`src/hdl/hmac_toy_byte_hash_unit_defines.svh`:
```
// ---------------------------------------------------------------------------
// Assertion macros for the toy HMAC byte hash unit
// Concurrent checks clocked on clk_i, disabled while rst_ni is low.
// ---------------------------------------------------------------------------
`ifndef HMAC_TOY_BYTE_HASH_UNIT_DEFINES_SVH
`define HMAC_TOY_BYTE_HASH_UNIT_DEFINES_SVH

// Same-cycle implication
`define HTBH_ASSERT_IMP(label, ante, cons, msg) \
  label: assert property (@(posedge clk_i) disable iff (!rst_ni) (ante) |-> (cons)) \
    else $error(msg);

// Next-cycle implication
`define HTBH_ASSERT_NXT(label, ante, cons, msg) \
  label: assert property (@(posedge clk_i) disable iff (!rst_ni) (ante) |=> (cons)) \
    else $error(msg);

`endif

```
`src/hdl/htbh_pkg.sv`:
```
// ---------------------------------------------------------------------------
// htbh_pkg
// Shared types, constants and the byte hash function of the toy HMAC unit.
// ---------------------------------------------------------------------------
`timescale 1ns / 1ps
`default_nettype none

package htbh_pkg;

  // Fixed field and register widths
  localparam int unsigned BYTE_W         = 8;
  localparam int unsigned CFG_IDX_W      = 4;
  localparam int unsigned CFG_DATA_W     = 64;
  localparam int unsigned KEY_BLOCK_BYTES_DEF = 64;

  // Pad constants
  localparam logic [BYTE_W-1:0] INNER_PAD = 8'h36;
  localparam logic [BYTE_W-1:0] OUTER_PAD = 8'h5c;

  typedef logic [BYTE_W-1:0] byte_t;

  // Controller states
  typedef enum logic [2:0] {
    S_IDLE,   // waiting for first item of a message
    S_INNER,  // inner pad pass
    S_HELD,   // hash the captured first item
    S_MID,    // mid-message, one byte per cycle
    S_OUTER,  // outer pad pass
    S_FINAL   // final hash into the output register
  } ctrl_state_e;

  // Datapath hash operations
  typedef enum logic [2:0] {
    HOP_NONE,
    HOP_PAD_IN,
    HOP_PAD_OUT,
    HOP_MSG_IN,
    HOP_MSG_HELD,
    HOP_FINAL
  } hop_e;

  typedef struct packed {
    logic start_inner;  // capture item, clear running hash
    hop_e op;
  } htbh_cmd_t;

  typedef struct packed {
    logic cnt_last;     // pad counter at final key byte
    logic held_last;    // captured item is the last one
    logic in_last;      // incoming item is the last one
    logic out_free;     // output register can take a tag
  } htbh_sts_t;

  // h = ((h + b) ^ (h << 1)) mod 256
  function automatic byte_t hash_byte(input byte_t h, input byte_t b);
    byte_t sum;
    byte_t dbl;
    sum = h + b;
    dbl = {h[BYTE_W-2:0], 1'b0};
    return sum ^ dbl;
  endfunction

endpackage

`default_nettype wire

```
`src/hdl/htbh_if.sv`:
```
// ---------------------------------------------------------------------------
// htbh_if
// Valid/ready channels for message items and result tags.
// ---------------------------------------------------------------------------
`timescale 1ns / 1ps
`default_nettype none

interface htbh_in_if
  import htbh_pkg::*;
();
  logic  valid;
  logic  ready;
  byte_t message_byte;
  logic  last_byte;
  logic  no_byte;

  modport source (output valid, output message_byte, output last_byte, output no_byte,
                  input ready);
  modport sink   (input valid, input message_byte, input last_byte, input no_byte,
                  output ready);
endinterface

interface htbh_out_if
  import htbh_pkg::*;
();
  logic  valid;
  logic  ready;
  byte_t tag;

  modport source (output valid, output tag, input ready);
  modport sink   (input valid, input tag, output ready);
endinterface

`default_nettype wire

```
`src/hdl/hmac_toy_byte_hash_unit.sv`:
```
// ---------------------------------------------------------------------------
// hmac_toy_byte_hash_unit
// Sequence: a first item is captured, then the inner pad pass runs and the
// captured item is hashed. Middle items: one per cycle. A last item is
// followed by the outer pad pass and the final hash before the tag sits in
// the output register.
// Reset: asynchronous active low; key words, hash and counters clear to zero.
// ---------------------------------------------------------------------------
`timescale 1ns / 1ps
`default_nettype none

`include "hmac_toy_byte_hash_unit_defines.svh"

module hmac_toy_byte_hash_unit
  import htbh_pkg::*;
#(
  parameter int unsigned KEY_BLOCK_BYTES = KEY_BLOCK_BYTES_DEF
) (
  input  wire logic                  clk_i,
  input  wire logic                  rst_ni,
  input  wire logic                  cfg_we_i,
  input  wire logic [CFG_IDX_W-1:0]  cfg_idx_i,
  input  wire logic [CFG_DATA_W-1:0] cfg_data_i,
  htbh_in_if.sink                    in_i,
  htbh_out_if.source                 out_o
);

  htbh_cmd_t cmd;
  htbh_sts_t sts;

  // Sequencer
  htbh_ctrl u_ctrl (
    .clk_i      (clk_i),
    .rst_ni     (rst_ni),
    .in_valid_i (in_i.valid),
    .in_ready_o (in_i.ready),
    .sts_i      (sts),
    .cmd_o      (cmd)
  );

  // Datapath
  htbh_dpath #(
    .KEY_BLOCK_BYTES (KEY_BLOCK_BYTES)
  ) u_dpath (
    .clk_i       (clk_i),
    .rst_ni      (rst_ni),
    .cfg_we_i    (cfg_we_i),
    .cfg_idx_i   (cfg_idx_i),
    .cfg_data_i  (cfg_data_i),
    .in_byte_i   (in_i.message_byte),
    .in_last_i   (in_i.last_byte),
    .in_none_i   (in_i.no_byte),
    .out_ready_i (out_o.ready),
    .out_valid_o (out_o.valid),
    .out_tag_o   (out_o.tag),
    .cmd_i       (cmd),
    .sts_o       (sts)
  );

  // Every accepted transaction starts a pad pass or hashes its byte
  `HTBH_ASSERT_IMP(a_accept_cmd, in_i.valid && in_i.ready,
                   cmd.start_inner || (cmd.op == HOP_MSG_IN), "accept without command")
  // A tag is only loaded when the output register is free
  `HTBH_ASSERT_IMP(a_final_free, cmd.op == HOP_FINAL, sts.out_free, "tag overwrite")
  // A loaded tag is presented in the next cycle
  `HTBH_ASSERT_NXT(a_final_valid, cmd.op == HOP_FINAL, out_o.valid, "tag not presented")

endmodule

`default_nettype wire

```
`src/hdl/htbh_ctrl.sv`:
```
// ---------------------------------------------------------------------------
// htbh_ctrl
// Sequencer for pad passes, message bytes and tag output.
// ---------------------------------------------------------------------------
`timescale 1ns / 1ps
`default_nettype none

module htbh_ctrl
  import htbh_pkg::*;
(
  input  wire logic      clk_i,
  input  wire logic      rst_ni,
  input  wire logic      in_valid_i,
  output logic           in_ready_o,
  input  wire htbh_sts_t sts_i,
  output htbh_cmd_t      cmd_o
);

  ctrl_state_e state_q, state_d;

  // State register
  always_ff @(posedge clk_i or negedge rst_ni) begin
    if (!rst_ni) begin
      state_q <= S_IDLE;
    end else begin
      state_q <= state_d;
    end
  end

  // Next state
  always_comb begin
    state_d = state_q;
    unique case (state_q)
      S_IDLE:  if (in_valid_i) state_d = S_INNER;
      S_INNER: if (sts_i.cnt_last) state_d = S_HELD;
      S_HELD:  state_d = sts_i.held_last ? S_OUTER : S_MID;
      S_MID:   if (in_valid_i && sts_i.in_last) state_d = S_OUTER;
      S_OUTER: if (sts_i.cnt_last) state_d = S_FINAL;
      S_FINAL: if (sts_i.out_free) state_d = S_IDLE;
      default: state_d = S_IDLE;
    endcase
  end

  // Outputs
  always_comb begin
    in_ready_o        = 1'b0;
    cmd_o.start_inner = 1'b0;
    cmd_o.op          = HOP_NONE;
    unique case (state_q)
      S_IDLE: begin
        in_ready_o        = 1'b1;
        cmd_o.start_inner = in_valid_i;
      end
      S_INNER: cmd_o.op = HOP_PAD_IN;
      S_HELD:  cmd_o.op = HOP_MSG_HELD;
      S_MID: begin
        in_ready_o = 1'b1;
        if (in_valid_i) cmd_o.op = HOP_MSG_IN;
      end
      S_OUTER: cmd_o.op = HOP_PAD_OUT;
      S_FINAL: if (sts_i.out_free) cmd_o.op = HOP_FINAL;
      default: cmd_o.op = HOP_NONE;
    endcase
  end

endmodule

`default_nettype wire

```
`src/hdl/htbh_dpath.sv`:
```
// ---------------------------------------------------------------------------
// htbh_dpath
// Key registers, pad counter, running hash and the output register.
// ---------------------------------------------------------------------------
`timescale 1ns / 1ps
`default_nettype none

module htbh_dpath
  import htbh_pkg::*;
#(
  parameter int unsigned KEY_BLOCK_BYTES = KEY_BLOCK_BYTES_DEF
) (
  input  wire logic                  clk_i,
  input  wire logic                  rst_ni,
  // configuration
  input  wire logic                  cfg_we_i,
  input  wire logic [CFG_IDX_W-1:0]  cfg_idx_i,
  input  wire logic [CFG_DATA_W-1:0] cfg_data_i,
  // input payload
  input  wire byte_t                 in_byte_i,
  input  wire logic                  in_last_i,
  input  wire logic                  in_none_i,
  // output channel
  input  wire logic                  out_ready_i,
  output logic                       out_valid_o,
  output byte_t                      out_tag_o,
  // control
  input  wire htbh_cmd_t             cmd_i,
  output htbh_sts_t                  sts_o
);

  localparam int unsigned KEY_WORDS = (KEY_BLOCK_BYTES + 7) / 8;
  localparam int unsigned WORD_W    = (KEY_WORDS > 1) ? $clog2(KEY_WORDS) : 1;
  localparam logic [WORD_W-1:0] LAST_WORD = WORD_W'((KEY_BLOCK_BYTES - 1) / 8);
  localparam logic [2:0]        LAST_BYTE = 3'((KEY_BLOCK_BYTES - 1) % 8);

  logic [CFG_DATA_W-1:0] key_q [KEY_WORDS];
  logic [WORD_W-1:0]     word_q, word_d;
  logic [2:0]            bsel_q, bsel_d;
  byte_t                 h_q, h_d;
  byte_t                 inner_q, inner_d;
  byte_t                 held_byte_q;
  logic                  held_last_q, held_none_q;
  byte_t                 tag_q, tag_d;
  logic                  out_valid_q, out_valid_d;

  logic [CFG_DATA_W-1:0] key_word;
  byte_t                 key_b;
  byte_t                 msg_b, msg_h;
  logic                  msg_last, msg_none;
  logic                  cnt_last;

  // Key byte at the pad counter
  assign key_word = key_q[word_q];
  assign key_b    = key_word[{bsel_q, 3'b000} +: BYTE_W];
  assign cnt_last = (word_q == LAST_WORD) && (bsel_q == LAST_BYTE);

  // Message byte source: live input or captured first item
  always_comb begin
    if (cmd_i.op == HOP_MSG_IN) begin
      msg_b    = in_byte_i;
      msg_last = in_last_i;
      msg_none = in_none_i;
    end else begin
      msg_b    = held_byte_q;
      msg_last = held_last_q;
      msg_none = held_none_q;
    end
    msg_h = msg_none ? h_q : hash_byte(h_q, msg_b);
  end

  // Hash and counter update
  always_comb begin
    h_d         = h_q;
    inner_d     = inner_q;
    word_d      = word_q;
    bsel_d      = bsel_q;
    tag_d       = tag_q;
    out_valid_d = out_valid_q && !out_ready_i;
    if (cmd_i.start_inner) h_d = '0;
    case (cmd_i.op)
      HOP_PAD_IN, HOP_PAD_OUT: begin
        h_d = hash_byte(h_q, key_b ^ ((cmd_i.op == HOP_PAD_IN) ? INNER_PAD : OUTER_PAD));
        if (cnt_last) begin
          word_d = '0;
          bsel_d = '0;
        end else if (bsel_q == 3'd7) begin
          bsel_d = '0;
          word_d = word_q + 1'b1;
        end else begin
          bsel_d = bsel_q + 1'b1;
        end
      end
      HOP_MSG_IN, HOP_MSG_HELD: begin
        if (msg_last) begin
          inner_d = msg_h;
          h_d     = '0;
        end else begin
          h_d = msg_h;
        end
      end
      HOP_FINAL: begin
        tag_d       = hash_byte(h_q, inner_q);
        out_valid_d = 1'b1;
      end
      default: ;
    endcase
  end

  // Key registers, writes beyond the key block are dropped
  always_ff @(posedge clk_i or negedge rst_ni) begin
    if (!rst_ni) begin
      for (int i = 0; i < KEY_WORDS; i++) key_q[i] <= '0;
    end else if (cfg_we_i && (32'(cfg_idx_i) < KEY_WORDS)) begin
      key_q[cfg_idx_i[WORD_W-1:0]] <= cfg_data_i;
    end
  end

  // Control state and hash registers
  always_ff @(posedge clk_i or negedge rst_ni) begin
    if (!rst_ni) begin
      word_q      <= '0;
      bsel_q      <= '0;
      h_q         <= '0;
      inner_q     <= '0;
      out_valid_q <= 1'b0;
    end else begin
      word_q      <= word_d;
      bsel_q      <= bsel_d;
      h_q         <= h_d;
      inner_q     <= inner_d;
      out_valid_q <= out_valid_d;
    end
  end

  // Payload registers
  always_ff @(posedge clk_i) begin
    tag_q <= tag_d;
    if (cmd_i.start_inner) begin
      held_byte_q <= in_byte_i;
      held_last_q <= in_last_i;
      held_none_q <= in_none_i;
    end
  end

  assign out_valid_o     = out_valid_q;
  assign out_tag_o       = tag_q;
  assign sts_o.cnt_last  = cnt_last;
  assign sts_o.held_last = held_last_q;
  assign sts_o.in_last   = in_last_i;
  assign sts_o.out_free  = !out_valid_q || out_ready_i;

endmodule

`default_nettype wire
```
`src/flat_wrapper.sv`:
```
// flat-port wrapper written by rule: the top's interface ports become plain ports
module hmac_toy_byte_hash_unit_flat import htbh_pkg::*;
#(
  parameter int unsigned KEY_BLOCK_BYTES = KEY_BLOCK_BYTES_DEF
)
  (clk_i, rst_ni, cfg_we_i, cfg_idx_i, cfg_data_i, in_i_valid, in_i_message_byte, in_i_last_byte, in_i_no_byte, in_i_ready, out_o_valid, out_o_tag, out_o_ready);
  htbh_in_if in_i_i ();
  htbh_out_if out_o_i ();
  input  wire logic clk_i;
  input  wire logic rst_ni;
  input  wire logic cfg_we_i;
  input  wire logic [CFG_IDX_W-1:0] cfg_idx_i;
  input  wire logic [CFG_DATA_W-1:0] cfg_data_i;
  input wire logic [$bits(in_i_i.valid)-1:0] in_i_valid;
  input wire logic [$bits(in_i_i.message_byte)-1:0] in_i_message_byte;
  input wire logic [$bits(in_i_i.last_byte)-1:0] in_i_last_byte;
  input wire logic [$bits(in_i_i.no_byte)-1:0] in_i_no_byte;
  output wire logic [$bits(in_i_i.ready)-1:0] in_i_ready;
  output wire logic [$bits(out_o_i.valid)-1:0] out_o_valid;
  output wire logic [$bits(out_o_i.tag)-1:0] out_o_tag;
  input wire logic [$bits(out_o_i.ready)-1:0] out_o_ready;
  assign in_i_i.valid = in_i_valid;
  assign in_i_i.message_byte = in_i_message_byte;
  assign in_i_i.last_byte = in_i_last_byte;
  assign in_i_i.no_byte = in_i_no_byte;
  assign in_i_ready = in_i_i.ready;
  assign out_o_valid = out_o_i.valid;
  assign out_o_tag = out_o_i.tag;
  assign out_o_i.ready = out_o_ready;
  hmac_toy_byte_hash_unit #(.KEY_BLOCK_BYTES(KEY_BLOCK_BYTES)) u_core (.clk_i(clk_i), .rst_ni(rst_ni), .cfg_we_i(cfg_we_i), .cfg_idx_i(cfg_idx_i), .cfg_data_i(cfg_data_i), .in_i(in_i_i), .out_o(out_o_i));
endmodule
```
`config.mk`:
```
export PLATFORM = sky130hd
export DESIGN_NAME = hmac_toy_byte_hash_unit_flat
export DESIGN_NICKNAME = d
export VERILOG_FILES = /design/src/hdl/htbh_pkg.sv /design/src/hdl/htbh_if.sv /design/src/hdl/hmac_toy_byte_hash_unit.sv /design/src/hdl/htbh_ctrl.sv /design/src/hdl/htbh_dpath.sv /design/src/flat_wrapper.sv
export VERILOG_INCLUDE_DIRS = /design/src /design/src/hdl
export SDC_FILE = /design/constraint.sdc
export NUM_CORES = 1
export LEC_CHECK = 0
export ABC_AREA = 0
export ABC_CLOCK_PERIOD_IN_PS = 5100
export BUFFER_PORTS_ARGS = -buffer_cell sky130_fd_sc_hd__buf_2
export CORE_MARGIN = 2
export CORE_UTILIZATION = 50
export CTS_CLUSTER_SIZE = 10
export DETAILED_ROUTE_END_ITERATION = 8
export MAX_ROUTING_LAYER = met4
export PLACE_DENSITY = 0.67
export REMOVE_ABC_BUFFERS = 1
export SLEW_MARGIN = 10
export SYNTH_ARGS = -nofsm -noshare
export SYNTH_HDL_FRONTEND = slang
export SYNTH_SLANG_ARGS = --single-unit
export TNS_END_PERCENT = 100
```
`constraint.sdc`:
```
create_clock -name clk_i -period 5.1 [get_ports clk_i]
set_input_delay 1.02 -clock clk_i [delete_from_list [all_inputs] [get_ports clk_i]]
set_output_delay 1.02 -clock clk_i [all_outputs]
set_load 0.1 [all_outputs]
```
# Word level (Yosys, flattened, before mapping)
# Cells that the tools add are included.
# Widths: inputs -> output; s select.
# op_classes
addsub,5
mul,0
div_mod_pow,0
order_cmp,4
eq_ne,17
shift,1
n_mux,31
bitwise_logic,6
n_reduce_logical,17
# op_table
operator,n
$bwmux 512,1
$bmux 64 s3,1
$demux 64 s3,1
$mux 64,3
$shiftx 64x7->8,1
$mux 3,11
$mux 8,4
$add 8x8->8,3
$xor 8x8->8,3
$eq 3x3->1 const B,6
$pmux 3 s6,1
$pmux 8 s2,1
$pmux 3 s5,1
$eq 3x2->1 const B,4
$ge 4x4->1 const B,2
$ne 2x2->1 const B,4
$not 3->4,2
$xor 8x7->8,1
$mux 7,1
$add 3x1->3 const B,2
$eq 3x1->1 const B,2
$reduce_or 2->1,3
$logic_and 1x1->1,5
$mux 1,5
11 further kinds,13
# totals
ff_bits,556
latch_bits,0
mem_bits_rw,0
mem_bits_ro,0
output_inout_bits,10
mem_count,0

# Depth between registers and ports, before layout
# Gate-level depths: netlist (run 1).
# depth
word_depth,11
ltp_mapped,17
ltp_nobuf,13

# Cells and area by module
# Synthesis (run 1) repeated with hierarchy kept, for this count alone.
# unflattened
cells_unflattened,1613
hier_area_um2,25939.9
# modules_own_cells
mod,n_inst,cells_per_inst,area_per_inst_um2,seq_area_each_um2
htbh_dpath,1,1579,25667.1,13928.4
htbh_ctrl,1,34,272.8,75.1

# Worst setup path before layout (run 1)
# No wires, ideal clock.
# synth_path
path_type,flip-flop to flip-flop
from,register u_core.u_dpath.word_q[0]
to,register u_core.u_dpath.h_q[7]
setup_time_ns,0.131
arrival_time_ns,4.093
required_ns,4.969
slack_ns,0.877
stages_incl_launch_ff,16
n_path_buf,4
synth_period_minus_slack_ns,4.223
cell_sequence,dfrtp_1 -> clkbuf_1 -> buf_6 -> buf_6 -> buf_2 -> mux4_2 -> mux4_2 -> mux4_2 -> ha_1 -> a21o_1 -> a21o_1 -> a21o_1 -> a2111oi_0 -> nor3_1 -> o21ai_0 -> nand3_1
# synth_between
elab_chain_len,9
# synth_lines
item,line_no,text
from (decl),htbh_dpath.sv:38,"logic [WORD_W-1:0] word_q, word_d;"
from (signal assigned),htbh_dpath.sv:128,word_q <= word_d;
$not 3->4 (implied by the code),htbh_dpath.sv:54,assign key_word = key_q[word_q];
$bmux 64 s3,htbh_dpath.sv:54,
$mux 64 (implied by the code) (2 in a row),htbh_dpath.sv:54,
$shiftx 64x7->8,htbh_dpath.sv:55,"assign key_b = key_word[{bsel_q, 3'b000} +: BYTE_W];"
$xor 8x7->8,htbh_dpath.sv:83,"h_d = hash_byte(h_q, key_b ^ ((cmd_i.op == HOP_PAD_IN) ? INNER_PAD : OUTER_PAD));"
$add 8x8->8,htbh_pkg.sv:58,sum = h + b;
$xor 8x8->8,htbh_pkg.sv:60,return sum ^ dbl;
$pmux 8 s2,htbh_dpath.sv:81,case (cmd_i.op)
to (signal assigned),htbh_dpath.sv:124,h_q <= '0;
to (signal assigned),htbh_dpath.sv:130,h_q <= h_d;
to (decl),htbh_dpath.sv:40,"byte_t h_q, h_d;"
# No other way between the ends. The select of a mux whose other input is x is not followed.
# A chain may end at the register's enable or synchronous reset.

# Final worst setup path (run 1)
# layout_path
from,register u_core.u_dpath.word_q[1]
to,register u_core.u_dpath.h_q[7]
# The elaborated chain is that of the path after synthesis.

==> results of run 1 <==
==> registers in the layout, summed over array words and instances (netlist names) <==
register	cells
u_core.u_dpath.key_q	512
u_core.u_dpath.h_q	8
u_core.u_dpath.held_byte_q	8
u_core.u_dpath.inner_q	8
u_core.u_dpath.out_tag_o	8
u_core.u_ctrl.state_q	3
u_core.u_dpath.bsel_q	3
u_core.u_dpath.word_q	3
u_core.u_dpath.held_last_q	1
u_core.u_dpath.held_none_q	1
u_core.u_dpath.out_valid_o	1
==> metal layers <==
| layer | up-vias | part of all wire, % |
|---|---|---|
| li1 | 6238 | - |
| met1 | 7712 | 45 |
| met2 | 230 | 49 |
| met3 | 80 | 3.6 |
| met4 | 0 | 1.9 |
| met5 | - | 0 |
==> cells by family after synthesis <==
group	Yosys count	share of synthesized area, %
and+or+nand+nor	79	1.51
AOI/OAI and AO/OA	81	1.99
buffers and inverters	118	1.96
adders and majority gates	29	1.49
DFF	556	54.1
muxes	698	37.4
xor gates and xnor gates	44	1.49
==> worst max-delay path: cells and delay by family (launching register included) <==
kind	cells	cell delay (ns)
mux	3	1.44
fa+ha+maj	1	0.26
buf+inv	2	0.66
simple gates	2	0.24
compound gates	4	1.19
flops	1	0.70
==> Yosys cell counts (6+ instances only) <==
master | number | area share, %
dfrtp_1 | 538 | 52
mux2_2 | 522 | 23
mux4_2 | 163 | 14
clkbuf_1 | 75 | 1.1
xnor2_1 | 33 | 1.1
o21ai_0 | 28 | 0.54
ha_1 | 26 | 1.3
nand2_1 | 24 | 0.35
edfxtp_1 | 18 | 2.1
inv_1 | 15 | 0.22
nor2_1 | 15 | 0.22
a21oi_1 | 13 | 0.25
mux2i_1 | 13 | 0.50
a21o_1 | 12 | 0.35
xor2_1 | 11 | 0.37
buf_2 | 10 | 0.19
buf_1 | 8 | 0.12
nand3_1 | 8 | 0.15
buf_6 | 6 | 0.26
nand2b_1 | 6 | 0.15
==> per-stage QoR <==
| stage | TNS [ns] | power (µW) | std cells | area, µm² | setup slack (ns) |
|---|---|---|---|---|---|
| finish | 0 | 12800 | 2412 | 29200 | 0.438 |
| global route | 0 | 13500 | 2412 | 29200 | 0.119 |
| global placement | 0 | 8450 | 2317 | 27200 | 0.448 |
| floorplan | -229.53 | 7890 | 1504 | 25400 | -3.39 |
| CTS | 0 | 13000 | 2408 | 29200 | 0.389 |
| detailed placement | 0 | 8590 | 2317 | 27200 | 0.416 |
==> final timing paths <==
check                                           from                        end  slack (ns)  cells after the start
setup / recovery            u_core.u_dpath.word_q[1]      u_core.u_dpath.h_q[7]        0.44                     12
hold / removal                                rst_ni  u_core.u_dpath.key_q[330]        0.47                      1
setup reg to reg            u_core.u_dpath.word_q[1]      u_core.u_dpath.h_q[7]        0.44                     12
hold reg to reg            u_core.u_dpath.key_q[124]  u_core.u_dpath.key_q[124]        0.50                      1
max in group asynchronous                     rst_ni   u_core.u_dpath.word_q[1]        3.18                      2
min in group clk_i         u_core.u_dpath.key_q[124]  u_core.u_dpath.key_q[124]        0.50                      1
==> power groups by stage <==
stage | registers, µW | logic, µW | clock network, µW
after global placement | 6020 | 2430 | 0
final | 6000 | 2520 | 4310
after CTS | 5990 | 2550 | 4430
after detailed placement | 6060 | 2530 | 0
after global routing | 6120 | 2770 | 4620
after floorplan | 5850 | 2040 | 0
==> cell type report <==
type | instances | share of cell area [%]
Tap cell | 680 | 2.92
Inverter | 17 | 0.219
Multi-Input combinational cell | 931 | 39.1
Clock inverter | 1 | 0.0172
Antenna cell | 4 | 0.0343
Clock buffer | 90 | 6.69
Sequential cell | 556 | 48.0
Timing Repair Buffer | 133 | 3.01
==> impl_metrics.csv, run 1 <==
group,metric,value,unit
clock_network,hold_buffers,0,
floorplanning,die_h,231,µm
yosys,async_flop_share,96.8,%
sta,fmax,215,MHz
clock_network,h-tree-depth,3,
final_layout,final_cell_mix,"534 x dfrtp_1, 522 x mux2_2, 163 x mux4_2",
global_routing,gr-usage-met2,35.9,%
global_routing,grtUsageTotal,22.4,%
final_layout,seqCellArea,14000,µm²
floorplanning,die_w,231,µm
yosys,synth_flop_cell,"dfrtp_1",
power,ir_worst_vdd,260,µV
worst_hold_path,hold_path.class,"in2async",
yosys,syn_avg_cell_area,16.1,µm²
worst_setup_path,worstSetupPathType,"reg2reg",
final_layout,final_common_cell,"dfrtp_1",
worst_setup_path,cp_max_fo,36,
worst_setup_path,path_common_cell,"mux4_2",
sta,slew_headroom,39.1,%
yosys,synth-seq-cells,556,
worst_setup_path,critPathCaptureType,"register",
place,gp_congestion,0.777,
final_layout,fillerInstances,3930,
yosys,netlist_instances,1605,
yosys,yosysSeqAreaShare,54.1,%
clock_network,cts_setup_buffers,0,
route,wl_per_cell,23.1,µm
power,p_switching,3200,µW
route,vias,14300,
worst_setup_path,slowest_delay,0.70,ns
global_routing,antenna_found_initial,5,
sta,maxSlewViolCount,0,
global_routing,grt_pass1_wl,89900,µm
floorplanning,fp.coreArea,51200,µm²
route,drt_iter0_drc,1037,
clock_network,cts_root_buf,"clkbuf_16",
clock_network,cts.repair.resized,0,
clock_network,cts_buffers,67,
route,drc,0,
floorplanning,fp-row-count,83,
sta,tightest_slew,0.913,ns
power,power_density,440,nW/µm²
yosys,yosysUniqueCellTypes,48,
worst_setup_path,crit_arrival,5.11,ns
final_layout,nNetsFinal,1818,
power,p_int,9640,µW
sta,rsz0062_at_grt,"false",
worst_setup_path,worst_setup_path_start_kind,"register",
sta,finClkSkew,0.00921,ns
power,pwr-share-clk,33.6,%
place,dp_hpwl,33700,µm
power,p_sw_share,24.9,%
final_layout,multi_input_area,11400,µm²
final_layout,drive_gt1_share,52.7,%
yosys,synth_edf_count,18,
flow_run,drv_cap,0,
worst_setup_path,cpMaxStageDelayCell,"dfrtp_4",
global_routing,grt_max_degree,128,
run_status,status,"finished, final reports clean",
sta,finalHoldViolCount,0,
sta,fin_crit,4.66,ns
sta,finalCritPeriodShare,91.4,%
floorplanning,pin_count,93,
yosys,syn_area,25900,µm²
global_routing,grt_util_met1,29.8,%
floorplanning,die_area,53600,µm²
clock_network,clock_path_buffers,3,
clock_network,cts_sinks,556,
final_layout,syn_to_final_growth,12.7,%
power,power.leakage,0.0126,µW
global_routing,met3_usage,3.37,%
clock_network,clkTransAtPathRegs,0.05,ns
sta,setup_viol,0,
final_layout,fin_util,57.0,%
worst_setup_path,path_cells,"buf_4 > mux4_2 > mux4_2 > mux4_2 > inv_1 > ha_1 > a21o_1 > a21o_1 > a2111oi_0 > nor3_1 > o21ai_0 > nand3_1",
global_routing,grt_pass1_vias,15600,
place,portBuffers,92,
global_routing,grt_most_used_layer,"met2",
route,via_per_inst,5.91,
yosys,yosys_warnings,0,
route,drt-pass1-iter-count,5,
clock_network,cts_tree,"built",
clock_network,worstSkewPairLatency,0.58,ns
worst_setup_path,cp.required,5.54,ns
global_routing,grt-ovfl-total,0,
floorplanning,start_util,50.5,%
route,ant_nets,0,
route,routed_wl,55700,µm
power,p_seq_share,46.7,%
power,comb_power_share,19.7,%
sta,hold_slack,0.475,ns
Note: power is estimated with default switching activity, not from simulation.
==> inputs of run 2 (changes only) <==
--- a/config.mk
+++ b/config.mk
@@ -13,6 +13,7 @@
 export CORE_UTILIZATION = 50
 export CTS_CLUSTER_SIZE = 10
 export DETAILED_ROUTE_END_ITERATION = 8
+export GPL_TIMING_DRIVEN = 0
 export MAX_ROUTING_LAYER = met4
 export PLACE_DENSITY = 0.67
 export REMOVE_ABC_BUFFERS = 1
==> run 2 against run 1 <==
Clock skew grew 0.016 ns. First-iteration DRC count shrank 12%. Sequential power is essentially flat. Critical path depth grew 3. Utilization grew 0.72 points.
==> impl_metrics.csv, run 2 (synthesis gave the netlist of run 1 again) <==
group,metric,value,unit
sta,slew_headroom,33.5,%
sta,finClkSkew,0.0250,ns
sta,fmax,207,MHz
route,ant_nets,0,
clock_network,cts_tree,"built",
run_status,status,"finished, final reports clean",
power,power.leakage,0.0128,µW
power,p_switching,3180,µW
worst_setup_path,worst_setup_path_start_kind,"register",
floorplanning,die_area,53600,µm²
final_layout,stdcell_count,2423,
power,p_seq_share,47.3,%
power,p_int,9450,µW
route,routed_wl,54900,µm
worst_setup_path,cp.required,5.55,ns
route,wl_met3,1870,µm
sta,fin_crit,4.82,ns
final_layout,nNetsFinal,1828,
floorplanning,fp-row-count,83,
global_routing,grt_max_degree,117,
power,p_sw_share,25.2,%
final_layout,largest_register_ffs,512,
clock_network,cts_sinks,556,
final_layout,drive_gt1_share,52.9,%
route,drc,0,
floorplanning,die_h,231,µm
sta,finalCritPeriodShare,94.6,%
clock_network,cts_buffers,67,
route,wl_per_cell,22.7,µm
clock_network,clock_path_buffers,3,
route,drt_iter0_drc,914,
floorplanning,die_w,231,µm
worst_setup_path,cp_max_fo,30,
final_layout,fillerInstances,3903,
floorplanning,fp.coreArea,51200,µm²
flow_run,drv_cap,0,
sta,setup_viol,0,
power,power_density,428,nW/µm²
global_routing,antenna_found_initial,10,
route,via_per_inst,5.84,
route,vias,14200,
worst_setup_path,crit_arrival,5.28,ns
sta,maxSlewViolCount,0,
route,wl_met2,27900,µm
route,drt-pass1-iter-count,5,
place,dp_hpwl,35200,µm
place,place_inst,2326,
clock_network,h-tree-depth,3,
power,pwr-share-clk,32.6,%
final_layout,multi_input_area,11400,µm²
route,routed.top_layer,"met4",
power,ir_worst_vdd,227,µV
clock_network,worstSkewPairLatency,0.58,ns
route,drt-met1-wl,23900,µm
final_layout,final_common_cell,"dfrtp_1",
final_layout,final_cell_mix,"534 x dfrtp_1, 522 x mux2_2, 163 x mux4_2",
clock_network,cts_root_buf,"clkbuf_16",
sta,hold_slack,0.339,ns
floorplanning,start_util,50.5,%
sta,tightest_slew,0.996,ns
place,portBuffers,92,
worst_setup_path,worstSetupPathType,"reg2reg",
global_routing,grt_pass1_wl,88600,µm
sta,finalHoldViolCount,0,
global_routing,grt_pass1_vias,15600,
clock_network,clkTransAtPathRegs,0.06,ns
place,gp_congestion,0.790,
worst_hold_path,hold_path.class,"in2async",
global_routing,grt-ovfl-total,0,
global_routing,grtUsageTotal,22.0,%
final_layout,syn_to_final_growth,14.2,%
final_layout,regMostFlops,"u_core.u_dpath.key_q",
floorplanning,pin_count,93,
worst_setup_path,critPathCaptureType,"register",
final_layout,seqCellArea,14000,µm²
sta,rsz0062_at_grt,"false",
final_layout,fin_util,57.7,%
power,comb_power_share,20.1,%
[run 2: cell count changes in the layout (fill, tap and decap cells not counted), sizes merged]
cell    delta
buf       +10
clkbuf     -9
diode      +6
clkinv     +3
bufinv     +1
[run 2: critical path: stages, from the launching register on]
cell	delay [ns]
dfrtp_4	0.43
buf_12	0.21
buf_16	0.27
buf_16	0.28
mux4_2	0.55
mux4_2	0.49
mux4_2	0.52
xor2_1	0.18
ha_1	0.30
a21o_1	0.18
a21o_1	0.19
a21o_1	0.22
a2111oi_2	0.46
nor3_1	0.10
o21ai_0	0.18
nand3_1	0.09
[run 2: final timing paths]
path                                             end                      start  slack (ns)  cells past startpoint
max                            u_core.u_dpath.h_q[7]   u_core.u_dpath.word_q[0]        0.28                     15
min                        u_core.u_dpath.key_q[477]                     rst_ni        0.34                      1
max reg2reg                    u_core.u_dpath.h_q[7]   u_core.u_dpath.word_q[0]        0.28                     15
min reg2reg                u_core.u_dpath.key_q[344]  u_core.u_dpath.key_q[344]        0.50                      1
max in group asynchronous   u_core.u_dpath.word_q[0]                     rst_ni        2.97                      4
min in group clk_i         u_core.u_dpath.key_q[344]  u_core.u_dpath.key_q[344]        0.50                      1
[run 2: power by group through the flow]
stage / Sequential (µW) / Combinational (µW) / Clock, µW
after floorplan: 5850 / 2040 / 0
after global placement: 5970 / 2440 / 0
after detailed placement: 6040 / 2540 / 0
after CTS: 5970 / 2560 / 4240
after global routing: 6100 / 2800 / 4410
final: 5970 / 2530 / 4120
[run 2: metrics by stage]
step | TNS [ns] | power, µW | cell area, µm² | worst slack (ns)
floorplan | -229.53 | 7890 | 25400 | -3.39
global placement | -5451.58 | 8410 | 26700 | -7.74
detailed placement | -0.366 | 8580 | 27700 | -0.366
CTS | 0 | 12800 | 29500 | 0.0619
global route | 0 | 13300 | 29500 | 0.000483
finish | 0 | 12600 | 29500 | 0.276
[run 2: metal layers]
metal	vias to the layer above	GRT usage, %
met4	0	6.31
met2	202	36.3
met5	-	-
met1	7601	28.2
met3	86	3.86
li1	6268	-
[run 2: repair_timing]
item | CTS | global route
buffers inserted | 1 | 0
endpoints found under the setup margin | 1 | 1
resized for setup | 1 | 1
hold buffers | 0 | 0
[run 2: cell type report]
type | count | area share, %
multi-input cells | 931 | 38.6
flip-flops and latches | 556 | 47.5
repair buffers | 143 | 4.60
clock inverters | 5 | 0.246
well taps | 680 | 2.88
diodes | 10 | 0.0847
clock buffers | 81 | 5.89
inverters | 17 | 0.216
==> inputs of run 3 (changes only) <==
--- a/config.mk
+++ b/config.mk
@@ -6,7 +6,7 @@
 export SDC_FILE = /design/constraint.sdc
 export NUM_CORES = 1
 export LEC_CHECK = 0
-export ABC_AREA = 0
+export ABC_AREA = 1
 export ABC_CLOCK_PERIOD_IN_PS = 5100
 export BUFFER_PORTS_ARGS = -buffer_cell sky130_fd_sc_hd__buf_2
 export CORE_MARGIN = 2
==> run 3 against run 2 <==
Synthesized cell count rose by 100%. Routed wire length grew 28%. Largest cell class unchanged. Combinational power decreased by 11%. Non-clock buffer count down 6.
==> impl_metrics.csv, run 3 <==
group,metric,value,unit
power,power.leakage,0.0139,µW
clock_network,cts_root_buf,"clkbuf_16",
clock_network,clkTransAtPathRegs,0.06,ns
clock_network,hold_buffers,0,
place,portBuffers,92,
final_layout,regMostFlops,"u_core.u_dpath.key_q",
worst_setup_path,critPathCaptureType,"register",
yosys,synthTopCellsByCount,"853 x nand2_1, 631 x o21ai_0, 538 x dfrtp_1",
clock_network,cts_setup_buffers,0,
floorplanning,die_area,54200,µm²
yosys,yosysTopAreaCell,"dfrtp_1",
place,pre_cts_ws,-0.143,ns
yosys,synth_flop_cell,"dfrtp_1",
clock_network,cts.repair.resized,1,
sta,finalHoldViolCount,0,
route,drt_iter0_drc,2393,
final_layout,fillerInstances,4737,
sta,slew_headroom,12.9,%
clock_network,cts_buffers,66,
sta,worst_slack,0.282,ns
final_layout,drive_gt1_share,7.70,%
worst_setup_path,worst_setup_path_start_kind,"register",
sta,tightest_slew,1.31,ns
worst_setup_path,critPathTopFamily,"simple AND/OR/NAND/NOR gates",
sta,setup_viol,0,
floorplanning,die_h,233,µm
global_routing,grtUsageTotal,27.5,%
global_routing,grt-ovfl-total,0,
clock_network,worstSkewPairLatency,0.59,ns
sta,finClkSkew,0.0150,ns
route,wl_per_cell,18.1,µm
final_layout,nNetsFinal,3315,
final_layout,antenna_cells,0,
route,drt-pass1-iter-count,5,
yosys,synth.most_common_cell,"nand2_1",
final_layout,fin_util,57.0,%
power,power_density,421,nW/µm²
global_routing,antenna_found_initial,0,
place,gp_congestion,0.835,
final_layout,final_cell_mix,"851 x nand2_1, 631 x o21ai_0, 534 x dfrtp_1",
worst_setup_path,crit_buf_inv,5,
sta,hold_slack,0.390,ns
clock_network,h-tree-depth,3,
sta,maxSlewViolCount,0,
route,vias,22300,
sta,rsz0062_at_grt,"false",
final_layout,largest_register_ffs,512,
yosys,yosysSeqAreaShare,53.5,%
sta,finalCritPeriodShare,94.5,%
floorplanning,die_w,233,µm
worst_setup_path,cpMaxStageDelayCell,"dfrtp_4",
floorplanning,fp-row-count,83,
sta,fin_crit,4.82,ns
yosys,syn_area,26200,µm²
sta,setup-tns-final,0,ns
yosys,yosysUniqueCellTypes,40,
place,dp_hpwl,41600,µm
run_status,status,"finished, final reports clean",
yosys,synth-seq-cells,556,
worst_setup_path,cp_max_fo,134,
yosys,synth_edf_count,18,
floorplanning,start_util,50.8,%
clock_network,cts_tree,"built",
worst_setup_path,worstSetupPathType,"reg2reg",
route,via_per_inst,5.73,
yosys,yosys.area.top_type_share,51.4,%
worst_setup_path,cp.required,5.56,ns
final_layout,syn_to_final_growth,12.1,%
yosys,synthTopCellsByArea,"dfrtp_1 51%, nand2_1 12%, o21ai_0 12%",
worst_setup_path,slowest_delay,0.65,ns
yosys,netlist_instances,3224,
power,ir_worst_vdd,232,µV
flow_run,drv_cap,0,
floorplanning,fp.coreArea,51500,µm²
clock_network,clock_path_buffers,3,
global_routing,grt_pass1_vias,21900,
global_routing,grt_max_degree,135,
route,ant_nets,0,
yosys,yosys_warnings,0,
floorplanning,pin_count,93,
clock_network,cts_sinks,556,
worst_setup_path,crit_arrival,5.27,ns
worst_hold_path,hold_path.class,"in2async",
final_layout,final_common_cell,"nand2_1",
route,routed_wl,70400,µm
route,drc,0,
yosys,syn_avg_cell_area,8.12,µm²
global_routing,grt_pass1_wl,115000,µm
yosys,async_flop_share,96.8,%
power,finalPower,12300,µW
sta,fmax,208,MHz
==> run 3: cell count changes in the layout (fill, tap and decap cells not counted), moves of 12 or more <==
cell      before  now
o21ai_0       28  631
mux2_2       522    0
mux4_2       163    0
inv_1         15  179
a21oi_1       13  137
nand3_1        8  247
mux2i_1       12    0
o22ai_1        1   32
nor2_1        14  186
nand2_1       23  851
xnor2_1       33   11
o211ai_1       1   19
o21ai_1        0   52
==> run 3: metrics by stage <==
step | instance area, µm² | cells
CTS | 29300 | 3900
finish | 29400 | 3900
global route | 29400 | 3900
global placement | 26500 | 3770
detailed placement | 27500 | 3815
floorplan | 25200 | 2998
==> run 3: cells by family after synthesis <==
logic type      synth area share (%)
compound gates                  17.3
xor+xnor                       0.970
fa+ha+maj                       1.47
buf+inv                         6.51
flops                           53.5
simple gates                    20.2
==> run 3: per-layer routing <==
layer  GRT usage [%]  routed length [µm]  vias up  part of all wire [%]
met5               -                   0        -                     0
met4            9.77                1850        0                   2.6
met1            37.1               30800    10800                    44
li1                -                   -    10600                     -
met3            3.31                4810      132                   6.8
met2            43.1               33000      793                    47
==> run 3: path summary, 6_finish.rpt <==
kind / start / end / slack, ns / cells after the start
max in group asynchronous: rst_ni / u_core.u_dpath.key_q[225] / 3.19 / 3
max reg2reg: u_core.u_dpath.word_q[0] / u_core.u_dpath.h_q[5] / 0.28 / 25
min reg2reg: u_core.u_dpath.key_q[94] / u_core.u_dpath.key_q[94] / 0.48 / 2
max: u_core.u_dpath.word_q[0] / u_core.u_dpath.h_q[5] / 0.28 / 25
min in group clk_i: u_core.u_dpath.key_q[94] / u_core.u_dpath.key_q[94] / 0.48 / 2
min: rst_ni / u_core.u_dpath.key_q[58] / 0.39 / 1
==> run 3: report_power, final <==
group | internal, µW | switching [µW]
registers | 5360 | 513
clock network | 2500 | 1720
logic | 951 | 1310
==> run 3: area by class of cell <==
type,count,area (µm²),area share (%)
timing repair buffer,137,1350,4.60
sequential,556,14000,47.7
tap,680,851,2.90
clock buffer,84,1850,6.29
clock inverter,1,8.76,0.0298
multi-input combinational,2251,10500,35.9
inverter,191,741,2.52
